[src/hdl/acs_pkg.sv]
`default_nettype none
package acs_pkg;

  // fixed widths of the beat fields
  localparam int FIELD_W = 8;
  localparam int MASK_W  = 16;
  localparam int TOTAL_W = 5;

  // widest coordinate the cell builder supports
  localparam int COORD_MAX = 16;

  // defaults for the top level parameters
  localparam int MAX_AGENTS_DEF = 16;
  localparam int COORD_BITS_DEF = 8;

  typedef enum logic [2:0] {
    S_LOAD,
    S_READ_I,
    S_LATCH,
    S_SWEEP,
    S_OUT
  } state_t;

  // control from the sequencer to the compare unit
  typedef struct packed {
    logic latch;       // capture the agent under test from the read data
    logic cmp;         // read data holds a valid sweep entry
    logic self_agent;  // that entry is the agent under test
  } cmp_ctl_t;

endpackage
`default_nettype wire

[src/hdl/acs_in_if.sv]
`default_nettype none
interface acs_in_if import acs_pkg::*; ();
  logic               valid;
  logic               ready;
  logic [FIELD_W-1:0] new_row;
  logic [FIELD_W-1:0] new_col;
  logic [FIELD_W-1:0] old_row;
  logic [FIELD_W-1:0] old_col;
  logic               last_agent;

  modport source (
    output valid, new_row, new_col, old_row, old_col, last_agent,
    input  ready
  );

  modport sink (
    input  valid, new_row, new_col, old_row, old_col, last_agent,
    output ready
  );
endinterface
`default_nettype wire

[src/hdl/acs_out_if.sv]
`default_nettype none
interface acs_out_if import acs_pkg::*; ();
  logic               valid;
  logic               ready;
  logic [MASK_W-1:0]  collision_mask;
  logic [TOTAL_W-1:0] agent_total;
  logic               overflow;

  modport source (
    output valid, collision_mask, agent_total, overflow,
    input  ready
  );

  modport sink (
    input  valid, collision_mask, agent_total, overflow,
    output ready
  );
endinterface
`default_nettype wire

[src/hdl/acs_ram.sv]
`default_nettype none
module acs_ram #(
  parameter int WIDTH = 16,
  parameter int DEPTH = 16,
  localparam int AW = (DEPTH > 1) ? $clog2(DEPTH) : 1
) (
  input  wire logic             clk,
  input  wire logic             we,
  input  wire logic [AW-1:0]    waddr,
  input  wire logic [WIDTH-1:0] wdata,
  input  wire logic [AW-1:0]    raddr,
  output logic      [WIDTH-1:0] rdata
);

  logic [WIDTH-1:0] mem [DEPTH];

  always_ff @(posedge clk) begin
    if (we) begin
      mem[waddr] <= wdata;
    end
    rdata <= mem[raddr];
  end

endmodule
`default_nettype wire

[src/hdl/acs_cmp.sv]
`default_nettype none
module acs_cmp import acs_pkg::*; #(
  parameter int CELL_W = 16
) (
  input  wire logic              clk,
  input  wire logic              rst,
  input  wire cmp_ctl_t          ctl,
  input  wire logic [CELL_W-1:0] new_rd,
  input  wire logic [CELL_W-1:0] old_rd,
  output logic                   collide
);

  logic [CELL_W-1:0] cur_new;
  logic [CELL_W-1:0] cur_old;
  logic              vertex_hit;
  logic              swap_found;
  logic              swap_hit;

  // cells of the agent under test carry no reset
  always_ff @(posedge clk) begin
    if (ctl.latch) begin
      cur_new <= new_rd;
      cur_old <= old_rd;
    end
  end

  always_ff @(posedge clk) begin
    if (rst) begin
      vertex_hit <= 1'b0;
      swap_found <= 1'b0;
      swap_hit   <= 1'b0;
    end else if (ctl.latch) begin
      vertex_hit <= 1'b0;
      swap_found <= 1'b0;
      swap_hit   <= 1'b0;
    end else if (ctl.cmp) begin
      if (!ctl.self_agent && new_rd == cur_new) begin
        vertex_hit <= 1'b1;
      end
      // only the first agent whose old cell is our new cell counts
      if (!swap_found && old_rd == cur_new) begin
        swap_found <= 1'b1;
        swap_hit   <= !ctl.self_agent && new_rd == cur_old;
      end
    end
  end

  assign collide = vertex_hit | swap_hit;

endmodule
`default_nettype wire

[src/hdl/agent_collision_set_core.sv]
// channel   dir   beat fields                                         handshake
// agents    in    new_row, new_col, old_row, old_col, last_agent      valid/ready
// result    out   collision_mask, agent_total, overflow               valid/ready
//
// loading takes agent beats as they are offered; a beat with last_agent set starts the check
// the check works through the n stored agents in turn: per agent one read of its own
// cells, then a sweep of both cell memories at one entry per cycle, then a drain
// the report then moves into the result register, and loading resumes
// a finished check waits for that register to free up; no agent beat is taken meanwhile
// synchronous reset clears the agent count, overflow flag, mask, result and sequencer;
// memory contents are not cleared, only entries written in the current set are read
`default_nettype none
module agent_collision_set_core import acs_pkg::*; #(
  parameter int MAX_AGENTS = MAX_AGENTS_DEF,
  parameter int COORD_BITS = COORD_BITS_DEF
) (
  input  wire logic clk,
  input  wire logic rst,
  acs_in_if.sink    agents,
  acs_out_if.source result
);

  localparam int AW     = $clog2(MAX_AGENTS);
  localparam int CW     = $clog2(MAX_AGENTS + 1);
  localparam int CELL_W = 2 * COORD_BITS;
  localparam int PAD_W  = COORD_MAX - FIELD_W;

  state_t state;
  state_t state_next;

  logic [CW-1:0]     count;      // agents stored in the current set
  logic              ovf;        // an agent was dropped in the current set
  logic [CW-1:0]     i;          // agent under test
  logic [CW-1:0]     k;          // next sweep entry to read
  logic              rd_valid;   // read data holds sweep entry rd_k
  logic [AW-1:0]     rd_k;
  logic [MASK_W-1:0] mask;

  // result register, parts the check from the receiver
  logic               res_valid;
  logic [MASK_W-1:0]  res_mask;
  logic [TOTAL_W-1:0] res_total;
  logic               res_ovf;

  logic              in_acc;
  logic              out_acc;
  logic              res_load;
  logic              store_ok;
  logic              issue;
  logic              finish;
  logic              collide;
  logic [AW-1:0]     raddr;
  cmp_ctl_t          ctl;

  logic [COORD_MAX-1:0] new_row_x;
  logic [COORD_MAX-1:0] new_col_x;
  logic [COORD_MAX-1:0] old_row_x;
  logic [COORD_MAX-1:0] old_col_x;
  logic [CELL_W-1:0]    new_wdata;
  logic [CELL_W-1:0]    old_wdata;
  logic [CELL_W-1:0]    new_rd;
  logic [CELL_W-1:0]    old_rd;
  logic [31:0]          i_x;
  logic [31:0]          count_x;

  assign in_acc   = agents.valid && agents.ready;
  assign out_acc  = result.valid && result.ready;
  assign res_load = (state == S_OUT) && (!res_valid || result.ready);
  assign store_ok = (count < CW'(MAX_AGENTS));
  assign issue    = (state == S_LATCH || state == S_SWEEP) && (k < count);
  assign finish   = (state == S_SWEEP) && (k == count) && !rd_valid;
  assign i_x      = 32'(i);
  assign count_x  = 32'(count);

  // a cell is {row, col}, each kept to its low COORD_BITS bits
  assign new_row_x = {{PAD_W{1'b0}}, agents.new_row};
  assign new_col_x = {{PAD_W{1'b0}}, agents.new_col};
  assign old_row_x = {{PAD_W{1'b0}}, agents.old_row};
  assign old_col_x = {{PAD_W{1'b0}}, agents.old_col};
  assign new_wdata = {new_row_x[COORD_BITS-1:0], new_col_x[COORD_BITS-1:0]};
  assign old_wdata = {old_row_x[COORD_BITS-1:0], old_col_x[COORD_BITS-1:0]};

  acs_ram #(.WIDTH(CELL_W), .DEPTH(MAX_AGENTS)) u_new_ram (
    .clk   (clk),
    .we    (in_acc && store_ok),
    .waddr (count[AW-1:0]),
    .wdata (new_wdata),
    .raddr (raddr),
    .rdata (new_rd)
  );

  acs_ram #(.WIDTH(CELL_W), .DEPTH(MAX_AGENTS)) u_old_ram (
    .clk   (clk),
    .we    (in_acc && store_ok),
    .waddr (count[AW-1:0]),
    .wdata (old_wdata),
    .raddr (raddr),
    .rdata (old_rd)
  );

  acs_cmp #(.CELL_W(CELL_W)) u_cmp (
    .clk     (clk),
    .rst     (rst),
    .ctl     (ctl),
    .new_rd  (new_rd),
    .old_rd  (old_rd),
    .collide (collide)
  );

  // next state
  always_comb begin
    state_next = state;
    case (state)
      S_LOAD: begin
        if (in_acc && agents.last_agent) begin
          state_next = S_READ_I;
        end
      end
      S_READ_I: state_next = S_LATCH;
      S_LATCH:  state_next = S_SWEEP;
      S_SWEEP: begin
        if (finish) begin
          state_next = (i + CW'(1) == count) ? S_OUT : S_READ_I;
        end
      end
      S_OUT: begin
        if (res_load) begin
          state_next = S_LOAD;
        end
      end
      default: state_next = S_LOAD;
    endcase
  end

  // outputs of the sequencer
  always_comb begin
    agents.ready   = 1'b0;
    raddr          = k[AW-1:0];
    ctl.latch      = 1'b0;
    ctl.cmp        = 1'b0;
    ctl.self_agent = (rd_k == i[AW-1:0]);
    case (state)
      S_LOAD:   agents.ready = 1'b1;
      S_READ_I: raddr        = i[AW-1:0];
      S_LATCH:  ctl.latch    = 1'b1;
      S_SWEEP:  ctl.cmp      = rd_valid;
      default: begin
      end
    endcase
  end

  assign result.valid          = res_valid;
  assign result.collision_mask = res_mask;
  assign result.agent_total    = res_total;
  assign result.overflow       = res_ovf;

  always_ff @(posedge clk) begin
    if (rst) begin
      state     <= S_LOAD;
      count     <= '0;
      ovf       <= 1'b0;
      i         <= '0;
      k         <= '0;
      rd_valid  <= 1'b0;
      rd_k      <= '0;
      mask      <= '0;
      res_valid <= 1'b0;
      res_mask  <= '0;
      res_total <= '0;
      res_ovf   <= 1'b0;
    end else begin
      state <= state_next;

      // store the agent, or note the drop when full
      if (in_acc) begin
        if (store_ok) begin
          count <= count + CW'(1);
        end else begin
          ovf <= 1'b1;
        end
        i <= '0;
      end

      if (state == S_READ_I) begin
        k <= '0;
      end

      // sweep issue: one entry of both memories per cycle
      if (state == S_LATCH || state == S_SWEEP) begin
        if (issue) begin
          k        <= k + CW'(1);
          rd_valid <= 1'b1;
          rd_k     <= k[AW-1:0];
        end else begin
          rd_valid <= 1'b0;
        end
      end

      // agents numbered 16 and above have no mask bit
      if (finish) begin
        if (collide && i_x < 32'(MASK_W)) begin
          mask[i_x[3:0]] <= 1'b1;
        end
        i <= i + CW'(1);
      end

      // hand the report over and open the next set
      if (res_load) begin
        res_valid <= 1'b1;
        res_mask  <= mask;
        res_total <= count_x[TOTAL_W-1:0];
        res_ovf   <= ovf;
        count     <= '0;
        ovf       <= 1'b0;
        mask      <= '0;
      end else if (out_acc) begin
        res_valid <= 1'b0;
      end
    end
  end

endmodule
`default_nettype wire

[src/flat_wrapper.sv]
// flat-port wrapper written by rule: the top's interface ports become plain ports
module agent_collision_set_core_flat import acs_pkg::*;
#(
  parameter int MAX_AGENTS = MAX_AGENTS_DEF,
  parameter int COORD_BITS = COORD_BITS_DEF
)
  (clk, rst, agents_valid, agents_new_row, agents_new_col, agents_old_row, agents_old_col, agents_last_agent, agents_ready, result_valid, result_collision_mask, result_agent_total, result_overflow, result_ready);
  acs_in_if agents_i ();
  acs_out_if result_i ();
  input  wire logic clk;
  input  wire logic rst;
  input wire logic [$bits(agents_i.valid)-1:0] agents_valid;
  input wire logic [$bits(agents_i.new_row)-1:0] agents_new_row;
  input wire logic [$bits(agents_i.new_col)-1:0] agents_new_col;
  input wire logic [$bits(agents_i.old_row)-1:0] agents_old_row;
  input wire logic [$bits(agents_i.old_col)-1:0] agents_old_col;
  input wire logic [$bits(agents_i.last_agent)-1:0] agents_last_agent;
  output wire logic [$bits(agents_i.ready)-1:0] agents_ready;
  output wire logic [$bits(result_i.valid)-1:0] result_valid;
  output wire logic [$bits(result_i.collision_mask)-1:0] result_collision_mask;
  output wire logic [$bits(result_i.agent_total)-1:0] result_agent_total;
  output wire logic [$bits(result_i.overflow)-1:0] result_overflow;
  input wire logic [$bits(result_i.ready)-1:0] result_ready;
  assign agents_i.valid = agents_valid;
  assign agents_i.new_row = agents_new_row;
  assign agents_i.new_col = agents_new_col;
  assign agents_i.old_row = agents_old_row;
  assign agents_i.old_col = agents_old_col;
  assign agents_i.last_agent = agents_last_agent;
  assign agents_ready = agents_i.ready;
  assign result_valid = result_i.valid;
  assign result_collision_mask = result_i.collision_mask;
  assign result_agent_total = result_i.agent_total;
  assign result_overflow = result_i.overflow;
  assign result_i.ready = result_ready;
  agent_collision_set_core #(.MAX_AGENTS(MAX_AGENTS), .COORD_BITS(COORD_BITS)) u_core (.clk(clk), .rst(rst), .agents(agents_i), .result(result_i));
endmodule
[config.mk]
export PLATFORM = sky130hd
export DESIGN_NAME = agent_collision_set_core_flat
export DESIGN_NICKNAME = d
export VERILOG_FILES = /design/src/hdl/acs_pkg.sv /design/src/hdl/acs_in_if.sv /design/src/hdl/acs_out_if.sv /design/src/hdl/acs_ram.sv /design/src/hdl/acs_cmp.sv /design/src/hdl/agent_collision_set_core.sv /design/src/flat_wrapper.sv
export SDC_FILE = /design/constraint.sdc
export NUM_CORES = 1
export LEC_CHECK = 0
export ABC_AREA = 1
export BUFFER_PORTS_ARGS = -buffer_cell sky130_fd_sc_hd__buf_2
export CAP_MARGIN = 40
export CORE_MARGIN = 5
export CORE_UTILIZATION = 60
export CTS_BUF_LIST = sky130_fd_sc_hd__clkbuf_8
export DETAILED_ROUTE_END_ITERATION = 8
export GPL_TIMING_DRIVEN = 0
export PLACE_DENSITY_LB_ADDON = 0.12
export SLEW_MARGIN = 30
export SYNTH_ARGS = -nofsm -noshare
export SYNTH_HDL_FRONTEND = slang
export SYNTH_HIERARCHICAL = 1
export SYNTH_SLANG_ARGS = --single-unit
[constraint.sdc]
create_clock -name clk -period 3.05 [get_ports clk]
set_input_delay 0.61 -clock clk [delete_from_list [all_inputs] [get_ports clk]]
set_output_delay 0.61 -clock clk [all_outputs]
set_load 0.005 [all_outputs]
==> results <==
- Headroom to the max-slew limit came out at roughly 48%.
- The count of buffers from port buffering is 60.
- The pin count of the biggest net entering global routing is 21.
- The commonest cells after synthesis are nand2_1 (855), edfxtp_1 (544), inv_1 (491).
- The initial antenna violation count was 5.
- Setup repair after global routing left no endpoint under its margin.
- The y dimension of the die is about 220 um.
- Based on the critical path, the design can be clocked at up to approximately 0.34 GHz.
- The finished cells cover about 31,000 um2.
- The launching point of the worst reg2reg path is u_core/state[0]$_SDFFE_PP0P_.
- The clock-pin slew on the worst setup and hold paths is 0.06 ns.
- STA classifies the critical path endpoint as a flip-flop.
- The post-placement cell area is ~30,000 um2.
- The congestion estimate from routability-driven global placement came to around 0.90.
- The launching element type of the critical path is a flip-flop.
- Before CTS, the worst setup slack after placement is -0.04233 ns.
- The core area is ~45,000 um2.
- When the netlist entered floorplanning its net count stood at 2,860.
- Dividing the final minimum period by the clock period gives 96.09%.
- The cell accounting for the most synthesized area is edfxtp_1.
- The H-tree was split into 3 levels.
- The share of synthesized area in the top cell type comes to about three fifths.
- The total power draw is around 23,000 uW.
- The net count of the finished layout is around 3,000.
- The wire-length estimate of the detail-placed layout is between 40,000 and 50,000 um.
- The number of clock buffers added by TritonCTS is slightly above 100.
- In this run the clock root is driven by a clkbuf_8.
- The hold violation total from the final report came to 0.
- STA puts the critical path data required time at 3.63 ns.
- For this design the top-level I/O count stands at 61.
- The first element of the critical path is u_core/state[0]$_SDFFE_PP0P_.
- The leakage power is ~0.013 uW.
- Setup slack closes at 0.1193 ns.
- Among all flip-flop cells after synthesis, the most frequent one is edfxtp_1.
- The clock tree from TritonCTS is yes.
- The area of the die is 50,550 um2.
- The launch point of the worst hold path is rst.
- After detailed routing, the number of vias per cell comes to between 5 and 6.
- In this run, distinct cell masters in the synthesized netlist total 38.
- The synthesized instance count is ~2,800.
- In this run, placement finished with an instance count of around 3,500.
- The most frequently used cell type in the post-synthesis netlist is nand2_1.
- The number of pins with negative max-slew slack in the final report came to 0.
- The total standard cell area after synthesis is 27,690 um2.
- The run finished with clean final reports.
- In the routed design, unresolved DRC markers number 0.
- Setup violations remaining at the end of the flow were counted as 0.
- Counting flops with a built-in enable in the synthesized netlist gives roughly 540.
- Dividing total power by cell area gives a power density of between 700 and 800 nW/um2.
- On the final layout, the worst clock skew is ~0.029 ns.
- In this run the core area contains ~80 standard-cell rows.
- The clock passes through at most 3 buffers.
- In this run the worst path has a maximum fanout of 10.
- IR analysis of the VDD net gives a maximum drop of around 0.00055 V.
- The share of the Yosys chip area taken by registers is 66.08%.
- The total detailed-routing wirelength is between 60,000 and 70,000 um.
- The via count of the first global-routing pass came to 19,070.
- The measured slew at the worst slew-check pin is 0.7814 ns.
- In this run, the number of DRC markers left after iteration 0 of detailed routing was between 2,000 and 2,500.
- The share of post-route cells with drive strength above 1 is 12.13%.
- The post-synthesis register bit count is 642.
- The width of the chip is ~220 um.
- The clock net sink count is roughly 640.
- The routed layout has roughly 20,000 vias.
- Across the run, the number of max-cap violations was 0.
- In this run the remaining antenna-violating nets after routing total 0.
- The post-CTS setup buffer count is 0.
- The initial utilization of the core area, before any placement, comes to about 61%.
- The async set-or-reset flop fraction in the synthesized netlist is 0%.
- The average cell area after synthesis is approximately 10 um2.
- In the final routed layout, each cell accounts on average for about 19 um.
- The total global routing overflow is 0.
- The area growth from synthesis to layout is 12.06%.
- The fill cell instance count of the final layout is around 3,600.
- Excluding fillers, the count of instances in the completed layout stands at around 3,700.
- The worst setup path is of the reg2reg kind.
- STA puts the critical path data arrival time at 3.51 ns.
- The overall track demand over capacity in global routing is 27.58%.
- The global-route wire length before repair is around 110,000 um.
- The aggregate negative setup slack is 0 ns.
- By area the synthesized netlist is led by edfxtp_1 (59%), nand2_1 (12%), nand3_1 (8.0%).
- The pre-antenna-repair detailed-routing pass consisted of 6 iterations.
- The clock reaches the later pin of the worst-skew pair after 0.70 ns.
- The routed design could run at a clock period as short as ~2.9 ns.
- During synthesis, Yosys emitted a total of 6 warnings.
- The worst hold path belongs to the class in2reg.
-- routing by layer --
metal / part of all wire, % / track usage [%]
met3: 11 / 6.630
met2: 45 / 42.00
met4: 3.5 / 10.61
met1: 40 / 38.99
met5: 0.033 / 0
-- worst paths after layout --
path | to | slack (ns) | depth (start not counted)
max | u_core/u_old_ram/rdata[9]$_DFF_P_ | 0.12 | 9
min | u_core/u_cmp/swap_found$_SDFFE_PP0P_ | 0.22 | 4
max reg2reg | u_core/u_old_ram/rdata[9]$_DFF_P_ | 0.12 | 9
min reg2reg | u_core/u_cmp/cur_new[3]$_DFFE_PP_ | 0.43 | 0
-- worst max-delay path: stages (launching register included) --
cell and delay, ns:
dfxtp_1 0.47, nand3_1 0.39, nand2_1 0.19, o21ai_1 0.20, inv_2 0.27, clkbuf_1 0.55
nand3_1 0.20, nand3_1 0.12, nand3_1 0.18, nand2_1 0.26
-- cell type report --
cell class | instances | area (um2) | share of cell area (%)
Antenna cell | 3 | 7.507 | 0.02419
Buffer | 119 | 696.9 | 2.246
Clock buffer | 110 | 1514 | 4.879
Clock inverter | 75 | 370.4 | 1.194
Inverter | 504 | 1898 | 6.117
Multi-Input combinational cell | 1547 | 6984 | 22.51
Sequential cell | 642 | 18300 | 58.97
Tap cell | 600 | 750.7 | 2.419
Timing Repair Buffer | 77 | 511.7 | 1.649
-- report_power, final --
group / internal, uW / switching [uW]
registers: 10200 / 418
clock network: 3480 / 3260
logic: 1550 / 3820
-- cell usage in the layout, fill, tap and decap left out, drive strengths merged, types with 3 or more instances in the layout --
cell and instances:
a31oi 3, buf 168, nor2 109, xor2 5
nor3 3, a21oi 56, inv 538, nand2 859
clkbuf 138, dfxtp 98, diode 3, xnor2 9
nand4 5, nand3 446, o21ai 20, or2 6
ha 11, clkinv 38, edfxtp 544, nand3b 5
-- through the flow --
step | util, % | hold WS (ns)
finish | 68.23 | 0.2223
global route | 68.22 | 0.2024
CTS | 68.21 | 0.1818
detailed placement | 64.06 | 0.4282
global placement | 63.20 | 0.4177
floorplan | - | 0.4082
-- cells by family (layout without fill, tap and decap cells) --
logic type	count (synthesis)	count (layout)	synth area share, %
adder cells (fa/ha/maj)	11	11	0.4970
buffers and inverters	623	885	9.358
AO/OA/AOI/OAI	87	87	1.771
other	0	3	0
XOR/XNOR	14	14	0.4428
AND/OR/NAND/NOR	1435	1435	21.86
flip-flops	642	642	66.08
-- registers in the layout (all words and copies together), names as in the netlist --
name	flops
u_core/u_cmp/vertex_hit	1
u_core/result.agent_total	5
u_core/u_cmp/cur_new	16
u_core/result.overflow	1
u_core/u_new_ram/rdata	16
u_core/u_old_ram/mem	256
u_core/rd_valid	1
u_core/k	5
u_core/u_cmp/swap_found	1
u_core/rd_k	4
u_core/u_cmp/swap_hit	1
u_core/i	5
u_core/u_new_ram/mem	256
u_core/ovf	1
u_core/count	5
u_core/state	3
u_core/u_cmp/cur_old	16
u_core/result.collision_mask	16
u_core/mask	16
u_core/result.valid	1
u_core/u_old_ram/rdata	16
-- what timing repair did --
| item | CTS | global route |
|---|---|---|
| endpoints found under the setup margin | 5 | 27 |
| cloned | 0 | 0 |
| hold endpoints to repair | 0 | 0 |
| resized for setup | 1 | 6 |
| hold buffers | 0 | 0 |
No activity file was read; power rests on OpenSTA's default activity.
